### src/rtl/touch_grid_step_sequencer_macros.svh
// Assertion macros shared by the touch grid step sequencer RTL.
// Each macro expects clk_i and rst_ni in the scope where it is used.
`ifndef TOUCH_GRID_STEP_SEQUENCER_MACROS_SVH
`define TOUCH_GRID_STEP_SEQUENCER_MACROS_SVH

// Same-cycle implication, checked out of reset.
`define TGS_ASSERT_IMP(lbl, ante, cons, msg) \
  lbl: assert property (@(posedge clk_i) disable iff (!rst_ni) (ante) |-> (cons)) \
    else $error(msg);

// Next-cycle implication, checked out of reset.
`define TGS_ASSERT_NXT(lbl, ante, cons, msg) \
  lbl: assert property (@(posedge clk_i) disable iff (!rst_ni) (ante) |=> (cons)) \
    else $error(msg);

`endif

### src/rtl/tgs_ram.sv
// Single-port-write, single-port-read memory with registered, write-first read.
// Depends on nothing; used for the pattern rows and the per-cell toggle times.
module tgs_ram #(
  parameter int DEPTH = 8,
  parameter int WIDTH = 16
) (
  input  logic                     clk_i,
  input  logic                     we_i,
  input  logic [$clog2(DEPTH)-1:0] waddr_i,
  input  logic [WIDTH-1:0]         wdata_i,
  input  logic                     re_i,
  input  logic [$clog2(DEPTH)-1:0] raddr_i,
  output logic [WIDTH-1:0]         rdata_o
);

  logic [WIDTH-1:0] mem_q [DEPTH];
  logic [WIDTH-1:0] rdata_q;

  always_ff @(posedge clk_i) begin
    if (we_i) begin
      mem_q[waddr_i] <= wdata_i;
    end
  end

  // Forward a same-edge write so a following item sees its own predecessor.
  always_ff @(posedge clk_i) begin
    if (re_i) begin
      rdata_q <= (we_i && (waddr_i == raddr_i)) ? wdata_i : mem_q[raddr_i];
    end
  end

  assign rdata_o = rdata_q;

endmodule

### config.mk
export PLATFORM = sky130hd
export DESIGN_NAME = tgs_ram
export DESIGN_NICKNAME = d
export VERILOG_FILES = /design/src/rtl/touch_grid_step_sequencer_macros.svh /design/src/rtl/tgs_ram.sv
export SDC_FILE = /design/constraint.sdc
export NUM_CORES = 1
export LEC_CHECK = 0
export BUFFER_PORTS_ARGS = -buffer_cell sky130_fd_sc_hd__buf_2
export CORE_MARGIN = 1
export CORE_UTILIZATION = 38
export CTS_CLUSTER_DIAMETER = 200
export DETAILED_ROUTE_END_ITERATION = 8
export PLACE_DENSITY = 0.55
export SLEW_MARGIN = 20
export SYNTH_ARGS = -nofsm -noshare
export SYNTH_HDL_FRONTEND = slang
export SYNTH_SLANG_ARGS = --single-unit
### constraint.sdc
create_clock -name clk_i -period 2.85 [get_ports clk_i]
set_input_delay 0.4275 -clock clk_i [delete_from_list [all_inputs] [get_ports clk_i]]
set_output_delay 0.4275 -clock clk_i [all_outputs]
set_load 0.05 [all_outputs]
# Word level (Yosys, flattened, before mapping)
# Memory sizes are Yosys's and may differ from the RTL's. A register that Yosys moved wholly into a read port is not among the register bits.
# Index checks and enable logic that the tools add are counted.
[totals]
wordCells = 3
mem_count = 1
ff_bits = 0
mem_bits_rw = 128
in_bits = 25
[mem_list]
columns = ["memory", "depth", "width", "rd", "rd_clocked_by_memory_dff", "wr", "line_no", "rtl"]
rows = [
  ["mem_q", 8, 16, 1, 1, 1, "tgs_ram.sv:16", "logic [WIDTH-1:0] mem_q [DEPTH];"],
]
[op_classes]
muxes = 2
[ops]
columns = ["operator", "count"]
rows = [
  ["1-bit 2-to-1 mux", 2],
]

# Logic depth before layout (Yosys ltp)
[depth]
depth_word = 2
ltp_mapped = 6

# Least setup slack after synthesis
# No wires, ideal clock.
[synth_path]
kind = "input port to flip-flop"
start = "input waddr_i[2]"
end = "memory mem_q[0][0], enable pin"
cell_stages = 2
path_slack_ps = 700
t_arrival_ps = 1741
path_buffers = 0
path_cell_list = "nand2b_1 nor3_1"
[synth_rtl]
columns = ["element", "line_no", "rtl"]
rows = [
  ["start, declared", "tgs_ram.sv:9", "input logic [$clog2(DEPTH)-1:0] waddr_i,"],
  ["end, declared", "tgs_ram.sv:16", ""],
]
# Straight into the memory's write port.

==> impl_summary.md <==
Run status
The flow ran to the end, but the final reports show violations. The checks that failed: DRC.

Finish
The number of antenna diodes in the final layout is 0. Relative to the synthesized area, the layout overhead comes to 19.8%. The final net count is 324. Of the cells placed in the final design, the portion with a size suffix greater than 1 is 40.8%.

Die
The core area is 14600 um^2. The area of the die is 15600 um^2. The initial utilization of the core area, before any placement, comes to 39.2%. In this run the vertical extent of the chip is 125 um. In this run the horizontal extent of the chip is 125 um. The count of standard-cell rows is 44.

The count of boundary I/O pins is 41.

Synth
Of all cell types, the one taking the most synthesized area is edfxtp_1. The sequential share of the synthesized area is 75.2%. After Yosys synthesis, and, or, nand and nor cells account for 1.24% of the synthesized area. The number of warnings issued by yosys is 0. The total of flip-flops plus latches after synthesis is 144. A synthesized cell averages 24.4 um^2.

After Yosys synthesis, full adders, half adders and majority gates account for 0% of the synthesized area. The fraction of synthesized cell area in xor and xnor cells is 0.457%. The cell area that synthesis handed to floorplanning was 5750 um^2.

The main combinational cell family by area after synthesis is multiplexers. The distinct cell type count of the synthesized netlist is 14. The area share of the largest cell type after synthesis is 75.2%. By area the synthesized netlist is led by edfxtp_1, mux4_1, mux2_2, mux2_4, mux4_2. After technology mapping, the gate count stands at 236.

Measured against the total synthesized area, the mux share comes to 21.2%. Synthesis produced a netlist with a net count of 261. The compound-gate portion of the synthesized area is 0%.

Clocking
The post-cts hold buffer count is 0. The tree is rooted in a clkbuf_16. The clock network latency to the later pin of the worst-skew pair is 0.42 ns. After clock tree synthesis, the repair step resized 0 gates.

TritonCTS built the clock tree. After clock tree synthesis, the setup repair step added 0 buffers. Clock tree synthesis found a total of 144 sinks. Clock-pin slew was measured on the worst setup and hold paths at 0.06 ns. The H-tree was split into 4 levels.

The deepest clock path buffer count is 2. The number of clock buffers inserted by TritonCTS is 17.

Global route
The pin count of the biggest net entering global routing is 18. The via count of the first global-routing pass is 2677. The initial antenna violation count was 0.

The global-route total usage across every layer is 15.2%. The first global-routing pass estimated 16400 um of wire. Global routing finished with a remaining overflow of 0.

Power and ir drop
The internal portion of the total power is 4.22 mW. The maximum resistive drop on vdd is 0.415 mV. The overall power of the completed layout is 5.28 mW. Of the total power, the share spent switching nets is 20.2%. The share of total power dissipated in sequential elements is 46.2%. The clock power share is 47.0%. The power dissipated by switching net loads is 1.07 mW.

The analysis attributes to cell leakage a power of 2.42 nW. The share of power burned in combinational logic is 6.8%. The total power per unit cell area is 768 nW/um^2.

Timing
The worst-case headroom to the max-slew limit is 65.2%. The total count of hold-check failures in the final report is 0. The number of setup violations in the final report is 0.

The final critical path takes up 64.5% of the cycle. The worst-case clock skew is 0.00684 ns. For the pin with the worst max-slew slack, the measured transition is 0.522 ns. Setup repair after global routing left no endpoint under its margin.

Timing would allow up to 544 MHz. For the finished layout, the period the worst path requires is 1.84 ns. The max-slew violation total from the final report is 0. The final-layout setup total negative slack is 0 ns.

Worst setup path
The start-to-end type of the worst setup path is primary input to flop. STA classifies the critical path startpoint as a primary input. The kind of end point of the critical path is a flop. For the worst setup path, the data arrival time is 2.00 ns.

For flop-to-flop paths, the worst setup slack is 1.21 ns. STA puts the critical path data required time at 3.01 ns. The maximum fanout count along the critical path is 15.

Placed design
The routability-driven placement congestion ratio is 0.692. The HPWL after detailed placement is 5980 um. Buffers placed on the I/O ports in this run total 40.

Min path
The path class of the tightest hold or removal check is primary input to flop.

Route
For this run, design rule violations remaining after detail routing come to 12. Wires add up to 11000 um. The final routed wire length divided by cell count is 22.2 um. The first TritonRoute pass finished after 6 iterations. The routed via count is 2540. The initial DRC count is 235. Once detail routing completed, the nets flagged for antenna violations numbered 0.

After detailed routing, the number of vias per cell comes to 5.13.

Job
The count of maximum capacitance violations is 0.
[cell families (layout without fill, tap and decap cells)]
group                     after synthesis  in the layout
muxes                                  64             64
and+or+nand+nor                        14             14
xor gates and xnor gates                3              3
buffers and inverters                  11             86
DFF                                   144            144
[state kept, by name, summed over array words and instances, names as in the netlist]
register,count
rdata_o,16
mem_q,128
[routing by layer]
layer / vias to the layer above / track usage [%] / wire length (um) / share of wire [%]
li1: 1147 / - / - / -
met1: 1331 / 18.7 / 4880 / 44
met2: 51 / 25.8 / 5620 / 51
met3: 11 / 3.59 / 347 / 3.2
met4: 0 / 6.46 / 122 / 1.1
met5: - / 0 / 0 / 0
[critical path, stage by stage]
cell	delay [ns]
buf_2	0.25
buf_12	0.22
mux4_1	0.57
mux2_2	0.27
mux2_4	0.25
[layout by cell type, fill, tap and decap left out, types with 3 or more instances in the layout]
cell type,netlist,routed
buf_2,0,40
nand2b_1,3,3
xnor2_1,3,3
mux2_2,20,20
mux4_2,7,7
nor2_1,6,6
clkinv_4,0,3
buf_4,0,13
bufinv_16,0,6
mux2_4,12,12
mux4_1,25,25
edfxtp_1,144,144
clkbuf_16,0,17
[path summary, 6_finish.rpt]
kind,start,to,cells after the start
max,raddr_i[0],rdata_o[8]$_DFFE_PP_,5
max reg2reg,mem_q[5][11]$_DFFE_PP_,rdata_o[11]$_DFFE_PP_,3
min reg2reg,mem_q[3][5]$_DFFE_PP_,rdata_o[5]$_DFFE_PP_,3
min,wdata_i[6],mem_q[1][6]$_DFFE_PP_,1
[cells in the mapped netlist]
library cell / number
buf_6: 2
mux2_4: 12
nand2_1: 2
nor2_1: 6
buf_12: 3
nor3_1: 2
edfxtp_1: 144
xnor2_1: 3
mux2_2: 20
nand4_2: 1
nand2b_1: 3
mux4_1: 25
mux4_2: 7
clkbuf_1: 6
[power by group through the flow]
stage / sequential (mW) / combinational (mW) / clock [mW]
global route: 2.45 / 0.383 / 2.62
global placement: 2.48 / 0.363 / 0
CTS: 2.44 / 0.366 / 2.53
floorplan: 2.56 / 0.178 / 0
detailed placement: 2.49 / 0.366 / 0
finish: 2.44 / 0.359 / 2.48
[through the flow]
stage / instances / hold slack (ns) / worst slack, ns / instance area (um^2) / util [%]
floorplan: 236 / 0.526 / 0.700 / 5750 / -
global placement: 464 / 0.708 / 0.586 / 6220 / 42.5
detailed placement: 464 / 0.720 / 0.566 / 6220 / 42.5
CTS: 495 / 0.284 / 1.01 / 6880 / 47.0
global route: 495 / 0.288 / 0.974 / 6880 / 47.0
finish: 495 / 0.296 / 1.01 / 6880 / 47.0
[layout make-up]
class	count	area (um^2)
fill	1194	7760
sequential	144	4320
multi-input combinational	81	1330
clock buffer	18	429
timing repair buffer	55	338
clock inverter	13	235
tap	184	230
(Power assumes the default switching activity.)
