[config.mk]
export PLATFORM = sky130hd
export DESIGN_NAME = tgs_eval
export DESIGN_NICKNAME = d
export VERILOG_FILES = /design/src/rtl/touch_grid_step_sequencer_macros.svh /design/src/rtl/tgs_pkg.sv /design/src/rtl/tgs_eval.sv
export SDC_FILE = /design/constraint.sdc
export NUM_CORES = 1
export LEC_CHECK = 0
export ABC_AREA = 1
export ABC_CLOCK_PERIOD_IN_PS = 2580
export BUFFER_PORTS_ARGS = -buffer_cell sky130_fd_sc_hd__clkbuf_2
export CORE_MARGIN = 2
export CORE_UTILIZATION = 40
export DETAILED_ROUTE_END_ITERATION = 10
export GPL_TIMING_DRIVEN = 1
export PLACE_DENSITY = 0.72
export SETUP_SLACK_MARGIN = 0.1
export SLEW_MARGIN = 20
export SYNTH_ARGS = -nofsm -noshare
export SYNTH_HDL_FRONTEND = slang
export SYNTH_SLANG_ARGS = --single-unit
[constraint.sdc]
create_clock -name vclk -period 2.58
set_clock_uncertainty 0.2 [all_clocks]
set_input_delay 0.129 -clock vclk [all_inputs]
set_output_delay 0.129 -clock vclk [all_outputs]
set_load 0.02 [all_outputs]
[src/rtl/touch_grid_step_sequencer_macros.svh]
// Assertion macros shared by the touch grid step sequencer RTL.
// Each macro expects clk_i and rst_ni in the scope where it is used.
`ifndef TOUCH_GRID_STEP_SEQUENCER_MACROS_SVH
`define TOUCH_GRID_STEP_SEQUENCER_MACROS_SVH

// Same-cycle implication, checked out of reset.
`define TGS_ASSERT_IMP(lbl, ante, cons, msg) \
  lbl: assert property (@(posedge clk_i) disable iff (!rst_ni) (ante) |-> (cons)) \
    else $error(msg);

// Next-cycle implication, checked out of reset.
`define TGS_ASSERT_NXT(lbl, ante, cons, msg) \
  lbl: assert property (@(posedge clk_i) disable iff (!rst_ni) (ante) |=> (cons)) \
    else $error(msg);

`endif

[src/rtl/tgs_pkg.sv]
// Shared types and constants of the touch grid step sequencer.
// No dependencies; imported by every module of the block but tgs_ram.
package tgs_pkg;

  localparam int STEPS_DEF  = 8;
  localparam int VOICES_DEF = 8;

  localparam int CFG_W     = 16;
  localparam int CFG_IDX_W = 2;
  localparam int TIME_W    = 32;
  localparam int DIST_W    = 16;
  localparam int CELL_AW   = 7;
  localparam int CELLS     = 128;
  localparam int MASK_W    = 8;

  localparam logic [CFG_IDX_W-1:0] CFG_ZONE_THRESHOLD = 2'd0;
  localparam logic [CFG_IDX_W-1:0] CFG_MIN_DISTANCE   = 2'd1;
  localparam logic [CFG_IDX_W-1:0] CFG_LOCKOUT_MS     = 2'd2;
  localparam logic [CFG_IDX_W-1:0] CFG_STEP_PERIOD_MS = 2'd3;

  localparam logic [CFG_W-1:0] ZONE_THRESHOLD_RST = 16'd300;
  localparam logic [CFG_W-1:0] MIN_DISTANCE_RST   = 16'd50;
  localparam logic [CFG_W-1:0] LOCKOUT_MS_RST     = 16'd150;
  localparam logic [CFG_W-1:0] STEP_PERIOD_MS_RST = 16'd180;

  typedef enum logic [1:0] {
    OP_SAMPLE = 2'd0,
    OP_TICK   = 2'd1,
    OP_CLEAR  = 2'd2,
    OP_RESET  = 2'd3
  } tgs_op_e;

  // Decisions taken for the item in the input register.
  typedef struct packed {
    logic sample;
    logic touched;
    logic toggle;
    logic fire;
    logic clr_grid;
    logic clr_all;
  } tgs_act_t;

endpackage

[src/rtl/tgs_eval.sv]
// Per-item evaluation: touch window, lockout, tempo check and grid row update.
// Depends on tgs_pkg.
module tgs_eval
  import tgs_pkg::*;
#(
  parameter int STEPS  = STEPS_DEF,
  parameter int VOICES = VOICES_DEF
) (
  input  logic [1:0]                                   op_i,
  input  logic                                         hand_i,
  input  logic [2:0]                                   row_i,
  input  logic [2:0]                                   col_i,
  input  logic [DIST_W-1:0]                            distance_i,
  input  logic [TIME_W-1:0]                            now_ms_i,
  input  logic [CFG_W-1:0]                             zone_threshold_i,
  input  logic [CFG_W-1:0]                             min_distance_i,
  input  logic [CFG_W-1:0]                             lockout_ms_i,
  input  logic [CFG_W-1:0]                             step_period_ms_i,
  input  logic                                         touch_was_i,
  input  logic [TIME_W-1:0]                            last_toggle_i,
  input  logic [TIME_W-1:0]                            last_step_i,
  input  logic [2*((VOICES < MASK_W) ? VOICES : MASK_W)-1:0] word_i,
  output tgs_act_t                                     act_o,
  output logic [2*((VOICES < MASK_W) ? VOICES : MASK_W)-1:0] word_o
);

  localparam int GW = (VOICES < MASK_W) ? VOICES : MASK_W;
  localparam bit COL_ALL = (STEPS >= 8);
  localparam bit ROW_ALL = (VOICES >= 8);

  tgs_op_e           op;
  logic              touched;
  logic              col_ok;
  logic              row_ok;
  logic [TIME_W-1:0] since;
  logic [TIME_W-1:0] elapsed;
  logic [GW-1:0]     bit_m;

  always_comb begin
    op      = tgs_op_e'(op_i);
    touched = (distance_i < zone_threshold_i) && (distance_i > min_distance_i);
    col_ok  = COL_ALL || (col_i < 3'(STEPS));
    row_ok  = ROW_ALL || (row_i < 3'(VOICES));
    since   = now_ms_i - last_toggle_i;
    elapsed = now_ms_i - last_step_i;
    bit_m   = GW'(1) << row_i;

    act_o.sample   = (op == OP_SAMPLE);
    act_o.touched  = touched;
    act_o.toggle   = (op == OP_SAMPLE) && touched && !touch_was_i
                     && (since > TIME_W'(lockout_ms_i)) && col_ok && row_ok;
    act_o.fire     = (op == OP_TICK) && (elapsed >= TIME_W'(step_period_ms_i));
    act_o.clr_grid = (op == OP_CLEAR) || (op == OP_RESET);
    act_o.clr_all  = (op == OP_RESET);

    // Left hand edits the melody half, right hand the drum half.
    if (hand_i) begin
      word_o = word_i ^ {bit_m, GW'(0)};
    end else begin
      word_o = word_i ^ {GW'(0), bit_m};
    end
  end

endmodule

# [Word-level counts from Yosys, hierarchy flattened]
# Cells that the tools add are included.
[totals] word_cells=21 out_inout_bits=22 reg_bits=0 inputBits=202
[classes] eq_ne=3 magnitude_cmp=4 shifts=1 reduce_logical=8 addsub=2 muxes=1 bitwise=2
[op_table] cell="subtractor 32 bit" count=2
[op_table] cell=">= comparator 32 x 16 -> 1 bit" count=1
[op_table] cell="> comparator 32 x 16 -> 1 bit" count=1
[op_table] cell="> comparator 16 bit" count=1
[op_table] cell="less-than comparator 16 bit" count=1
[op_table] cell="2-to-1 mux 16 bit" count=1
[op_table] cell="XOR 16 bit" count=1
[op_table] cell="XOR 16 x 8 -> 16 bit" count=1
[op_table] cell="<< shifter 1 x 3 -> 8 bit (first input constant)" count=1
[op_table] cell="logical AND 1 bit" count=5
[op_table] cell="equality test 2 bit (second input constant)" count=2
[op_table] cell="equality test 2 x 1 -> 1 bit (second input constant)" count=1
[op_table] cell="zero test 2 bit" count=1
[op_table] cell="zero test 1 bit" count=1
[op_table] cell="logical OR 1 bit" count=1

# [Logic depth before layout (Yosys ltp)]
[depth] ltp_word=5 mapped_depth=24 mapped_depth_nobuf=24

# [Worst setup path before layout]
# No wires, ideal clock.
[synth_path] path_type="input to output" from="input port now_ms_i[0]" to="output port act_o[3] in the netlist's numbering" cell_stages=22 slack_ns=-0.347 arrival_time_ns=2.598 required_ns=2.251 path_buffers=0 path_cell_list="inv_1 -> ha_1 -> fa_1 -> inv_1 -> nand3_1 -> nand3_1 -> nand3_1 -> nand3_1 -> xor2_1 -> ha_1 -> nand2_1 -> nor2_1 -> nand3_1 -> nor2_1 -> nand2_1 -> nand3_1 -> nand2_1 -> nand3_1 -> nor2_1 -> nand2_1 -> nor2_1 -> a21oi_1"
[synth_lines] element="start, declared" line="tgs_eval.sv:14" rtl="input logic [TIME_W-1:0] now_ms_i,"
[synth_lines] element="end, declared" line="tgs_eval.sv:23" rtl="output tgs_act_t act_o,"

==> reports/results.ini <==
[status]
run_status = finished with violations
violated_checks = setup timing

[global_routing]
grt.met2_usage_pct = 49.0
grt_util_all_layers_pct = 25.5
grt_max_degree = 10
use_met3_pct = 1.56
met1_usage_pct = 29.8
grt_pass1_wl_mm = 41.2
grt.busiest_layer = met2
overflow = 0
antenna_violations_before_repair = 1
grt_pass1_vias = 9485

[sta]
finalCritPeriodShare_pct = 118
slew_headroom_pct = 74.9
rsz0062_at_grt = yes
final.setup.worst_slack_ns = -0.457
final_max_slew_viol_count = 0
setup_violations = 2
period_needed_ns = 3.04
timing.final.hold_violations = 0
max_freq_mhz = 329
worst_slew_pin_slew_ns = 0.374

[die]
dieWidth_microns = 138
die_height_microns = 138
die_area_sq_um = 19100
start_util_pct = 40.5
ios = 224
fp-row-count = 49
area_inside_the_core_boundary_sq_um = 17800

[detailed_routing]
wl_per_cell_microns = 13.1
vias = 9791
drt-vias-per-instance = 4.81
ant_nets = 0
drt_drc_violations_left = 0
detail_route.iter0.violations = 499
routed_wirelength_mm = 26.7
detailed_routing_iteration_count_for_the_pre_antenna_repair_pass = 6

[pwr]
power.static_leakage_nw = 6.89
seq_power_share_pct = 0
power_density_nw_per_um2 = 235
fin_total_pwr_w = 0.00251
p_int_w = 0.00113
power.clock.fraction_pct = 0
swShare_pct = 55.1
p_switching_w = 0.00138
ir_worst_vdd_uv = 138
combPwrFrac_pct = 100.0

[worst_hold_path]
hold_path_startpoint = op_i[1]
worst_hold_path.endpoint = act_o[1]
worst_hold_path_type = in2out
worstHoldPathCells = 2

[cells_and_area]
fillCellCount = 1705
final_area_sq_um = 10700
flow.area_growth_from_synthesis_pct = 48.7
final_nets = 2138
final_util_pct = 60.1
final-seq-area_sq_um = 0
final_layout_size_suffix_gt1_share_pct = 31.4
n_sequential_cell = 0
clock_buffer_count = 0

[critical_path]
cp_data_required_time_ns = 2.25
worst-path-max-fanout = 4
crit_type = in2out
critical_path.endpoint_type = output pin
timing.critical_path.from_type = primary input
worst_path_arrival_ns = 2.71

[yosys]
yosysWarningCount = 0
mappedNetlistNets = 1764
netlist_instances = 1435
synth.avg_cell_area_sq_um = 5.01
post_synthesis_cell_area_sq_um = 7190
synth-seq-area-share_pct = 0
netlist-cell-type-count = 33

[clock_network]
hold_buffers = 0

[placed_design]
gp_congestion = 0.948
postPlaceCellArea_sq_um = 9780
dpl.hpwl_mm = 22.5
buffer_ports.inserted = 221

[run]
max_cap_violations = 0

==> layout by cell type (no fill, tap or decap), types with 11 or more instances in the layout <==
| cell type | instances |
|---|---|
| a21oi_1 | 52 |
| buf_4 | 150 |
| buf_6 | 11 |
| clkbuf_2 | 208 |
| ha_1 | 95 |
| ha_4 | 30 |
| inv_1 | 369 |
| inv_2 | 24 |
| nand2_1 | 471 |
| nand2_2 | 59 |
| nand2_4 | 11 |
| nand3_1 | 54 |
| nand4_1 | 22 |
| nor2_1 | 79 |
| nor2_2 | 19 |
| nor3_1 | 14 |
| xor2_1 | 27 |
==> worst max path at each step <==
stage	from	to	slack [ns]	cells after the start
finish	now_ms_i[9]	act_o[2]	-0.46	24
global route	now_ms_i[9]	act_o[2]	-0.69	24
CTS	now_ms_i[7]	act_o[2]	-0.51	21
detailed placement	last_toggle_i[7]	act_o[3]	-0.62	23
global placement	last_toggle_i[7]	act_o[3]	-0.61	23
floorplan	now_ms_i[0]	act_o[3]	-0.06	22
==> through the flow <==
stage,instances,worst slack [ns],setup TNS [ns],hold WS [ns]
global route,2037,-0.688,-1.35,0.348
floorplan,1435,-0.0619,-0.0619,0.133
finish,2037,-0.457,-0.893,0.330
detailed placement,2012,-0.618,-1.23,0.335
CTS,2017,-0.514,-1.02,0.334
global placement,2012,-0.613,-1.19,0.328
==> synthesized netlist by cell type, types with 2 or more instances <==
cell	count	area, sq um
nand3_1	65	325
and2_1	11	68.8
nand3b_1	8	60.1
nand2_1	528	1980
fa_1	2	40.0
nand2_2	13	81.3
nor2_2	9	56.3
o21ai_0	10	50.1
and3_1	6	37.5
nor2_1	96	360
inv_1	390	1460
o21bai_1	4	30.0
clkbuf_1	2	7.51
a21oi_1	60	300
xnor2_1	9	78.8
ha_1	125	1560
a211oi_1	2	15.0
nor3_2	2	20.0
nor3_1	16	80.1
inv_2	5	18.8
xor2_1	37	324
nor4_1	2	12.5
nand4_1	22	138
a21o_1	2	15.0
==> power groups by stage <==
stage | sequential [W] | clock, W | combinational [W]
after global placement | 0 | 0 | 0.00213
after CTS | 0 | 0 | 0.00225
final | 0 | 0.0000000000518 | 0.00251
after floorplan | 0 | 0 | 0.00132
after detailed placement | 0 | 0 | 0.00216
after global routing | 0 | 0.0000000000518 | 0.00280
==> per-layer routing <==
layer / routed length [microns] / share of wire (%)
met1: 10900 / 41
met2: 13500 / 51
met3: 1130 / 4.2
met4: 1130 / 4.2
met5: 0 / 0
==> critical path, cell delays in order <==
cell and delay [ns]:
clkbuf_2 0.13, buf_4 0.15, ha_4 0.24, nand2_1 0.10
nand2_2 0.07, inv_1 0.07, nand2_1 0.08, nand2_1 0.10
nand2_2 0.08, inv_1 0.07, nand2_2 0.07, xor2_2 0.18
ha_1 0.28, nand2_1 0.08, nor2_1 0.05, a211oi_2 0.14
nand3_1 0.09, nor2_1 0.09, nand2_1 0.06, nor2_1 0.09
nand2_1 0.07, nor2_2 0.12, nor2_2 0.04, clkbuf_8 0.14
==> cell families (layout without fill, tap and decap cells) <==
kind of cell	count (synthesis)	count (layout)	synth area share (%)
other	0	1	0
xor gates and xnor gates	46	46	5.60
adders and majority gates	127	127	22.3
and+or+nand+nor	780	780	45.0
buffers and inverters	399	771	20.9
AOI/OAI and AO/OA	83	83	6.23
==> cell type report <==
cell class,count,area [sq um],share of cell area (%)
antenna,1,2.50,0.0234
multi-input combinational,1036,6550,61.3
tap,229,287,2.68
timing repair buffer,375,2350,22.0
inverter,396,1500,14.0
==> what timing repair did <==
item                                    in CTS  in global routing
pin swaps                                   27                 89
endpoints found under the setup margin       2                  2
resized for setup                           45                145
buffers inserted                             5                 19
No activity file was read; power rests on OpenSTA's default activity.
